[src/assert_macros.svh]
// Assertion macros for the cache controller back end.
`ifndef ASSERT_MACROS_SVH
`define ASSERT_MACROS_SVH
// Clocked assertion, disabled while reset is applied.
`define SWLC_ASSERT(lbl, clk, rst_n, prop, msg) \
	lbl: assert property (@(posedge clk) disable iff (!rst_n) prop) else $error(msg);
// Clocked assertion that also holds during reset.
`define SWLC_ASSERT_ALWAYS(lbl, clk, prop, msg) \
	lbl: assert property (@(posedge clk) prop) else $error(msg);
`endif

[src/swlc_fifo.sv]
// Small queue with push/full and pop/empty sides.
module swlc_fifo #(
	parameter int WIDTH = 8,
	parameter int DEPTH = 2
) (
	input  logic             clk,
	input  logic             arst_n,
	input  logic             push,
	input  logic [WIDTH-1:0] wdata,
	output logic             full,
	input  logic             pop,
	output logic [WIDTH-1:0] rdata,
	output logic             empty
);
	localparam int PTR_W = (DEPTH > 1) ? $clog2(DEPTH) : 1;
	localparam int CNT_W = $clog2(DEPTH + 1);

	logic [WIDTH-1:0] slot_q [DEPTH];
	logic [PTR_W-1:0] wr_ptr_q, rd_ptr_q;
	logic [CNT_W-1:0] count_q;
	logic do_push, do_pop;

	assign full = (count_q == CNT_W'(DEPTH));
	assign empty = (count_q == '0);
	assign do_push = push && !full;
	assign do_pop = pop && !empty;
	assign rdata = slot_q[rd_ptr_q];

	always_ff @(posedge clk) begin
		if (do_push) begin
			slot_q[wr_ptr_q] <= wdata;
		end
	end

	always_ff @(posedge clk or negedge arst_n) begin
		if (!arst_n) begin
			wr_ptr_q <= '0;
			rd_ptr_q <= '0;
			count_q <= '0;
		end else begin
			if (do_push) begin
				wr_ptr_q <= (wr_ptr_q == PTR_W'(DEPTH - 1)) ? '0 : wr_ptr_q + 1'b1;
			end
			if (do_pop) begin
				rd_ptr_q <= (rd_ptr_q == PTR_W'(DEPTH - 1)) ? '0 : rd_ptr_q + 1'b1;
			end
			if (do_push && !do_pop) begin
				count_q <= count_q + 1'b1;
			end else if (do_pop && !do_push) begin
				count_q <= count_q - 1'b1;
			end
		end
	end
endmodule

[config.mk]
export PLATFORM = sky130hd
export DESIGN_NAME = swlc_fifo
export DESIGN_NICKNAME = d
export VERILOG_FILES = /design/src/assert_macros.svh /design/src/swlc_fifo.sv
export SDC_FILE = /design/constraint.sdc
export NUM_CORES = 1
export LEC_CHECK = 0
export ABC_AREA = 1
export BUFFER_PORTS_ARGS = -buffer_cell sky130_fd_sc_hd__buf_2
export CAP_MARGIN = 10
export CORE_ASPECT_RATIO = 1.1
export CORE_MARGIN = 2
export CORE_UTILIZATION = 49
export DETAILED_ROUTE_END_ITERATION = 6
export GPL_ROUTABILITY_DRIVEN = 0
export PLACE_DENSITY = 0.75
export SLEW_MARGIN = 20
export SYNTH_ARGS = -nofsm -noshare
export SYNTH_HDL_FRONTEND = slang
export SYNTH_SLANG_ARGS = --single-unit
[constraint.sdc]
create_clock -name clk -period 1.8 [get_ports clk]
set_input_delay 0.36 -clock clk [delete_from_list [all_inputs] [get_ports clk]]
set_output_delay 0.36 -clock clk [all_outputs]
set_load 0.02 [all_outputs]
==> flow_summary.toml <==
[drt]
route.detailed.wl_per_inst_um = 11.67
drc = 0
detailroute.wirelength.met2_um = 662
maxUsedRoutingLayer = "met4"
m1WireLength_um = 592
drtPass1Iterations = 4
route.vias.total = 567
route.antenna.remaining_nets = 0
met3_wirelength_um = 80
viasPerCell = 4.888
drt_first_iter_violations = 6
routed_wirelength_mm = 1.354

[grt]
globalRoute.totalOverflow = 0
grt_max_degree = 13
grt_antenna_before_repair = 0
grt_pass1_wl_mm = 2.194
first_global_vias = 540
global_route.usage.total_pct = 15.71

[worst_setup_path]
critPathRequiredTime_ns = 1.44
worstReg2RegEnd = "count_q[1]"
critical-path-max-stage-delay_ns = 0.50
crit_path_cell_trace = "inv_2, nand2_1, nand2_1, buf_2"
cp-start-kind = "register"
worst-setup-path-type = "reg -> out"
r2r_cells = 6
timing.critical_path.arrival_ns = 1.27
critical_path.slowest_cell = "sky130_fd_sc_hd__dfrtp_1"
r2r_slack_ns = 0.34
critical_path_endpoint_category = "primary output"
r2r_start = "count_q[0]"
cp_common_cell = "sky130_fd_sc_hd__nand2_1"
worstPathMaxFanout = 10

[placed_design]
port_bufs = 21
dpl.hpwl_mm = 1.012

[timing]
max_slew.worst_pin.slew_ns = 0.3319
finClkSkew_ns = 0.01012
setup_total_negative_slack_ns = 0
timing.final.crit_share_pct = 90.64
hold_slack_ns = 0.2435
setup-violations-final = 0
final-max-slew-violation-count = 0
timing.max_slew.rel_slack_pct = 77.85
hold_viol = 0
clock.fmax_mhz = 612.9
grt_setup_unrepaired = "false"
min_period_ns = 1.631

[clock_network]
clock_tree_root = "sky130_fd_sc_hd__clkbuf_4"
cts_htree_levels = 1
tritoncts = "built"
clk_transition_reported_paths_ns = 0.12
clock_sink_count = 20
worst_case_clock_buffer_depth = 2
worstSkewPairLatency_ns = 0.30
cts_made_buffers = 3
cts.repair_timing.setup_buffer_count = 0
post_cts.resized_instances = 0

[yosys]
seq_total_area_yosys_pct = 71.72
average_cell_area_after_synthesis_um2 = 11.09
netlist_area_um2 = 809.5
yosys_register_bits = 20
synthesis.nets = 86
synthCells = 73
ys_types = 14
synth_warnings = 0

[final_layout]
n_antenna_cell = 0
most_used_cells_in_the_layout_excluding_fill_and_tap_cells = "sky130_fd_sc_hd__nand2_1, sky130_fd_sc_hd__buf_2, sky130_fd_sc_hd__edfxtp_1"
layout_commonest_cell = "sky130_fd_sc_hd__nand2_1"
fin_nets = 113
syn_to_final_growth_pct = 23.65
layout-drive-gt1-share_pct = 29.29
final.fill_count = 128

[floorplanning]
y_dimension_of_the_die_um = 46.63
floorplan.initialDensity_pct = 51.97
core_um2 = 1558
io_pins = 22
chipWidth_um = 42.76
total_die_area_um2 = 1994
row_count = 15

[flow_run]
max-cap-violations = 0

[min_path]
holdPathEnd = "slot_q[1][2]"
hold_crit_start = "wdata[2]"
worstHoldPathCells = 1
timing.hold.worst.class = "in -> reg"

[power]
irDropWorstVdd_uv = 957.1
powerDensity_nw_per_um2 = 1731
power.static_leakage_nw = 0.4820

[outcome]
outcome = "complete, no violations"
==> metrics by stage <==
step / std cells / area (um^2) / utilization, % / setup WS (ns) / power [W]
after floorplan: 73 / 809.5 / - / 0.4010 / 0.001177
after global placement: 111 / 938.4 / 60.24 / 0.3983 / 0.001361
after detailed placement: 111 / 938.4 / 60.24 / 0.3756 / 0.001385
after CTS: 116 / 1001 / 64.26 / 0.1511 / 0.001740
after global routing: 116 / 1001 / 64.26 / 0.02886 / 0.001843
final: 116 / 1001 / 64.26 / 0.1685 / 0.001733
==> area by class of cell <==
type	instances	area, um^2	share of cell area, %
sequential	20	580.6	58.00
multi-input combinational	44	193.9	19.38
timing repair buffer	23	122.6	12.25
clock inverter	1	30.03	3.000
inverter	8	30.03	3.000
clock buffer	3	22.52	2.250
tap	17	21.27	2.125
==> where the power goes <==
part           total (W)  internal [W]  leakage [nW]  switching (W)
Sequential      0.000728      0.000642         0.197      0.0000860
Combinational   0.000643      0.000216         0.257       0.000427
Clock           0.000362      0.000225        0.0279       0.000137
Total            0.00173       0.00108         0.482       0.000650
==> how the worst max path moves through the flow <==
stage                     from         end  slack [ns]  depth (start not counted)
floorplan           count_q[0]  count_q[1]        0.40                          7
global placement    count_q[0]  count_q[1]        0.40                          6
detailed placement  count_q[0]  count_q[1]        0.38                          6
CTS                   rd_ptr_q    rdata[3]        0.15                          4
global route          rd_ptr_q    rdata[7]        0.03                          4
finish                rd_ptr_q    rdata[3]        0.17                          4
==> synth_stat cells (all sizes together) <==
master	count	area, um^2
nand3b	1	7.510
inv	8	30.03
xnor2	1	8.760
buf	1	5.000
nand4	1	6.260
edfxtp	16	480.5
dfrtp	4	100.1
nand2	33	123.9
ha	1	12.51
nand3	1	5.000
nor2	4	20.02
o21ai	2	10.01
==> routing by layer <==
metal,up-vias,global-route usage [%]
met5,-,0
met4,0,7.500
met3,2,3.922
met2,21,28.79
met1,255,17.14
li1,289,-
==> kinds of logic (layout without fill, tap and decap cells) <==
group                    Yosys count  count (layout)  synth area share (%)
buffers and inverters              9              35                 4.327
adder cells (fa/ha/maj)            1               1                 1.545
AO/OA/AOI/OAI                      2               2                 1.237
AND/OR/NAND/NOR                   40              40                 20.09
flip-flops                        20              20                 71.72
XOR/XNOR                           1               1                 1.082
==> critical path, delay by kind of cell (launching register included) <==
family	cells	cell delay (ns)
flops	1	0.50
simple gates	2	0.13
buf+inv	2	0.35
==> sequential cells by signal, summed over array words and instances, names as in the netlist <==
signal / count
slot_q: 16
wr_ptr_q: 1
count_q: 2
rd_ptr_q: 1
==> repair_timing <==
item | in CTS | in global routing
hold buffers | 1 | 0
endpoints found under the setup margin | 0 | 0
hold endpoints to repair | 4 | 0
(Power assumes the default switching activity.)
