<file path="src/assert_macros.svh">
// Assertion macros for the cache controller back end.
`ifndef ASSERT_MACROS_SVH
`define ASSERT_MACROS_SVH
// Clocked assertion, disabled while reset is applied.
`define SWLC_ASSERT(lbl, clk, rst_n, prop, msg) \
	lbl: assert property (@(posedge clk) disable iff (!rst_n) prop) else $error(msg);
// Clocked assertion that also holds during reset.
`define SWLC_ASSERT_ALWAYS(lbl, clk, prop, msg) \
	lbl: assert property (@(posedge clk) prop) else $error(msg);
`endif

</file>
<file path="src/swlc_pkg.sv">
// Shared types and constants of the cache tag controller.
package swlc_pkg;
	localparam int ADDR_W = 32;
	localparam int IDX_VAL_W = 15;
	localparam int DEF_NUM_WAYS = 4;
	localparam int DEF_NUM_SETS = 256;
	localparam int DEF_STAMP_BITS = 32;

	localparam logic [3:0] RST_INDEX_BITS = 4'd6;
	localparam logic [3:0] RST_OFFSET_BITS = 4'd4;
	localparam logic [2:0] RST_WAYS_IN_USE = 3'd4;

	localparam logic [1:0] REG_INDEX_BITS = 2'd0;
	localparam logic [1:0] REG_OFFSET_BITS = 2'd1;
	localparam logic [1:0] REG_WAYS_IN_USE = 2'd2;

	typedef struct packed {
		logic [3:0] index_bits;
		logic [3:0] offset_bits;
		logic [2:0] ways_in_use;
	} cfg_t;

	typedef enum logic [2:0] {
		S_CLEAR,
		S_IDLE,
		S_LOOK,
		S_LRU,
		S_WRITE
	} back_state_t;
endpackage

</file>
<file path="src/swlc_front.sv">
// Front end: takes accesses and works out the set index.
module swlc_front #(
	parameter int NUM_SETS = swlc_pkg::DEF_NUM_SETS,
	parameter int SET_W = 8
) (
	input  logic                      clk,
	input  logic                      arst_n,
	input  swlc_pkg::cfg_t            cfg,
	input  logic                      clearing,
	input  logic                      push,
	output logic                      full,
	input  logic                      op,
	input  logic [swlc_pkg::ADDR_W-1:0] address,
	output logic                      req_push,
	output logic [SET_W+swlc_pkg::ADDR_W:0] req_data,
	input  logic                      req_full
);
	import swlc_pkg::*;

	localparam bit SETS_POW2 = ((NUM_SETS & (NUM_SETS - 1)) == 0);
	localparam int SET_LOG = (NUM_SETS > 1) ? $clog2(NUM_SETS) : 0;
	localparam int DIV_SH = IDX_VAL_W + SET_LOG;
	localparam int MUL_W = IDX_VAL_W + 2;
	localparam longint DIV_MUL =
		((longint'(1) << DIV_SH) + longint'(NUM_SETS) - 1) / longint'(NUM_SETS);

	logic busy_q, op_q;
	logic [ADDR_W-1:0] addr_q;
	logic [IDX_VAL_W-1:0] val_q;
	logic [IDX_VAL_W-1:0] quo_q;
	logic [3:0] steps_q;
	logic [ADDR_W-1:0] blk;
	logic [IDX_VAL_W-1:0] idx_val, masked, rem_val;
	logic [IDX_VAL_W+MUL_W-1:0] prod;
	logic [SET_W-1:0] set_out;
	logic accept;

	assign blk = address >> cfg.offset_bits;
	assign idx_val = blk[IDX_VAL_W-1:0] & ~({IDX_VAL_W{1'b1}} << cfg.index_bits);
	assign masked = val_q & IDX_VAL_W'(NUM_SETS - 1);
	// quotient by reciprocal multiplication, exact over the whole index range
	assign prod = (IDX_VAL_W+MUL_W)'(val_q) * (IDX_VAL_W+MUL_W)'(DIV_MUL);
	assign rem_val = val_q - quo_q * IDX_VAL_W'(NUM_SETS);
	assign set_out = SETS_POW2 ? masked[SET_W-1:0] : rem_val[SET_W-1:0];

	assign full = busy_q || clearing;
	assign accept = push && !full;
	assign req_push = busy_q && (steps_q == '0) && !req_full;
	assign req_data = {op_q, addr_q, set_out};

	always_ff @(posedge clk) begin
		if (accept) begin
			op_q <= op;
			addr_q <= address;
			val_q <= idx_val;
		end else if (busy_q && steps_q != '0) begin
			quo_q <= IDX_VAL_W'(prod >> DIV_SH);
		end
	end

	always_ff @(posedge clk or negedge arst_n) begin
		if (!arst_n) begin
			busy_q <= 1'b0;
			steps_q <= '0;
		end else begin
			if (accept) begin
				busy_q <= 1'b1;
				steps_q <= SETS_POW2 ? 4'd0 : 4'd1;
			end else begin
				if (busy_q && steps_q != '0) begin
					steps_q <= steps_q - 1'b1;
				end
				if (req_push) begin
					busy_q <= 1'b0;
				end
			end
		end
	end
endmodule

</file>
<file path="config.mk">
export PLATFORM = sky130hd
export DESIGN_NAME = swlc_front
export DESIGN_NICKNAME = d
export VERILOG_FILES = /design/src/assert_macros.svh /design/src/swlc_pkg.sv /design/src/swlc_front.sv
export SDC_FILE = /design/constraint.sdc
export NUM_CORES = 1
export LEC_CHECK = 0
export ABC_AREA = 1
export BUFFER_PORTS_ARGS = -buffer_cell sky130_fd_sc_hd__buf_2
export CAP_MARGIN = 20
export CORE_UTILIZATION = 49
export DETAILED_ROUTE_END_ITERATION = 7
export PLACE_DENSITY = 0.86
export SETUP_SLACK_MARGIN = 0.1
export SYNTH_ARGS = -nofsm -noshare
export SYNTH_HDL_FRONTEND = slang
export SYNTH_SLANG_ARGS = --single-unit
export TNS_END_PERCENT = 50
</file>
<file path="constraint.sdc">
create_clock -name clk -period 2.5 [get_ports clk]
set_input_delay 0 -clock clk [delete_from_list [all_inputs] [get_ports clk]]
set_output_delay 0 -clock clk [all_outputs]
set_load 0.02 [all_outputs]
</file>
==> results.yml <==
clocking:
  cts_made_buffers: 5
  clock_latency_ps: 300
  htreeDepth: 2
  cts_buffer_depth: 2
  ctsResizeCount: 0
  clk_pin_slew_ps: 80
  clock-root-buffer: "clkbuf_8"
  cts_tree: "yes"
  cts.sinks: 46
setup_path:
  startpoint_type: "register"
  cp_slowest_cell: "dfrtp_1"
  cp_slowest_stage_delay_ps: 400
  crit_top_cell: "inv_1"
  worst-setup-path-type: "reg2reg"
  required_ps: 2470
  crit_chain: "inv_1 -> nand3_1 -> inv_1 -> buf_4"
  worst-path-max-fanout: 25
  worstPathArrival_ps: 1430
  crit_path_end_kind: "register"
global_routing:
  grt_max_degree: 26
  grt_pass1_vias: 2197
  antenna_found_initial: 0
  grt_pass1_wl_um: 9690
  grt_usage_pct: 24.5
  grt_overflow: 0
floorplanning:
  die_area_um2: 5140
  die_width_um: 71.7
  core_um2: 4690
  num_rows: 25
  initial_utilization_pct: 50.8
  die_h_um: 71.7
  io_pins: 92
power:
  p_sw_share_pct: 31.0
  p_leak_nw: 1.53
  p_seq_share_pct: 46.7
  p_per_area_nw_per_um2: 649
  pwr-share-comb_pct: 27.5
  internal_power_mw: 1.46
  switchingPower_uw: 657
  peakVddDrop_uv: 326
  finalPower_mw: 2.12
  clockPowerShare_pct: 25.8
timing:
  finalCritPeriodShare_pct: 58.1
  fin_crit_ps: 1450
  clock.fmax_mhz: 689
  setup_viol: 0
  hold_viol: 0
  setup-tns-final_ps: 0
  max-slew-margin-rel_pct: 60.5
  fin_ws_ps: 1050
  rsz0062_at_grt: "false"
  finalClockSkew_ps: 8.33
  slew_viol_final: 0
  worst_pin_slew_ps: 592
yosys:
  syn_inst: 266
  synth_area_leader_cell: "edfxtp_1"
  syn_area_um2: 2380
  avgSynthCellArea_um2: 8.96
  syn_nets: 317
  synth_cell_types: 18
  ys.warnings.count: 0
  synth_area_leaders: "edfxtp_1 (52%), nand3_1 (15%), nand2_1 (14%)"
  ys_ff_latch: 46
  ys_seq_area_share_pct: 56.9
  yosys.area.top_type_share_pct: 51.7
job:
  drv_cap: 0
place:
  dp_slack_ps: 1000
  place.gp.congestion: 0.912
  portBuffers: 88
  post-dp-hpwl_um: 3940
drt:
  drtAntennaViolNets: 0
  drc: 0
  wl_um: 6170
  viasPerCell: 5.31
  firstDrtPassIters: 5
  drt_first_iter_violations: 161
  vias: 2337
  wl_per_cell_um: 14.0
layout:
  diodes: 0
  layout.nets: 436
  drive_gt1_share_pct: 26.7
  syn2layout_area_growth_pct: 36.9
run_status:
  outcome: "finished clean"
min_path:
  hp-class: "in2async"
## per-layer routing
layer	vias to the layer above	wire length, um	global-route usage (%)
li1	1145	-	-
met1	1066	2510	30.3
met2	108	3050	42.1
met3	18	457	5.20
met4	0	146	9.15
met5	-	0	0
## critical path: cells and delay by family (launching register included)
| family | cells | cell delay (ps) |
|---|---|---|
| AND/OR/NAND/NOR | 1 | 180 |
| buffers and inverters | 3 | 540 |
| flip-flops | 1 | 400 |
## through the flow
step | utilization [%] | area, um2 | std cells | hold WS, ps
2_1_floorplan | - | 2380 | 266 | -296
3_3_place_gp | 59.7 | 2800 | 397 | -183
3_5_place_dp | 59.7 | 2800 | 397 | -182
4_1_cts | 69.5 | 3260 | 440 | 30.0
5_1_grt | 69.5 | 3260 | 440 | 61.3
6_report | 69.5 | 3260 | 440 | 46.8
## layout by cell type, fill, tap and decap left out
cell	count
a21oi_1	6
a21oi_2	3
buf_2	88
buf_4	2
bufinv_16	1
clkbuf_8	5
clkinv_2	2
dfrtp_1	5
dlygate4sd3_1	35
edfxtp_1	41
ha_1	2
inv_1	17
inv_2	1
nand2_1	89
nand3_1	72
nand3_2	1
nor2_1	9
nor3_1	2
o21ai_0	4
o22ai_1	1
## cell families after synthesis
family / synth area share (%)
fa+ha+maj: 1.05
compound gates: 3.47
buf+inv: 7.14
flops: 56.9
simple gates: 31.4
## worst paths after layout
kind	from	endpoint	slack [ps]	cells past startpoint
max in group asynchronous	arst_n	steps_q[3]$_DFFE_PN0P_	2320	2
min in group clk	cfg[10]	val_q[5]$_DFFE_PP_	70	3
hold / removal	arst_n	steps_q[0]$_DFFE_PN0P_	50	2
setup / recovery	busy_q$_DFFE_PN0P_	addr_q[14]$_DFFE_PP_	1050	4
setup reg to reg	busy_q$_DFFE_PN0P_	addr_q[14]$_DFFE_PP_	1050	4
hold reg to reg	steps_q[2]$_DFFE_PN0P_	steps_q[2]$_DFFE_PN0P_	570	2
## registers in the layout (all words and copies together) (netlist names)
register,flops
addr_q,32
op_q,1
busy_q,1
val_q,8
steps_q,4
## cell usage after synthesis
master / number
a21oi_2: 3
nor3_1: 2
edfxtp_1: 41
buf_6: 5
nand3_2: 1
dfrtp_1: 5
inv_2: 1
buf_4: 3
ha_1: 2
a21oi_1: 6
buf_2: 4
clkbuf_1: 1
nor2_1: 9
inv_1: 17
o22ai_1: 1
nand2_1: 89
nand3_1: 72
o21ai_0: 4
## power by group through the flow
| stage | clock network, mW | logic, mW | registers (mW) |
|---|---|---|---|
| after floorplan | 0 | 0.312 | 1.07 |
| after global placement | 0 | 0.517 | 1.00 |
| after detailed placement | 0 | 0.536 | 1.00 |
| after CTS | 0.553 | 0.580 | 0.987 |
| after global routing | 0.586 | 0.656 | 0.997 |
| final | 0.547 | 0.583 | 0.989 |
## area by class of cell
type,instances,area [um2]
clock buffer,5,68.8
clock inverter,3,40.0
fill,355,1430
inverter,18,67.6
multi-input combinational,189,856
sequential,46,1360
tap,54,67.6
timing repair buffer,125,806
## timing repair
action                                 in CTS  in global routing
hold buffers                               35                  0
setup buffers                               0                  0
endpoints found under the hold margin      39                  0
setup endpoints to repair                   0                  0
Note: power is estimated with default switching activity, not from simulation.
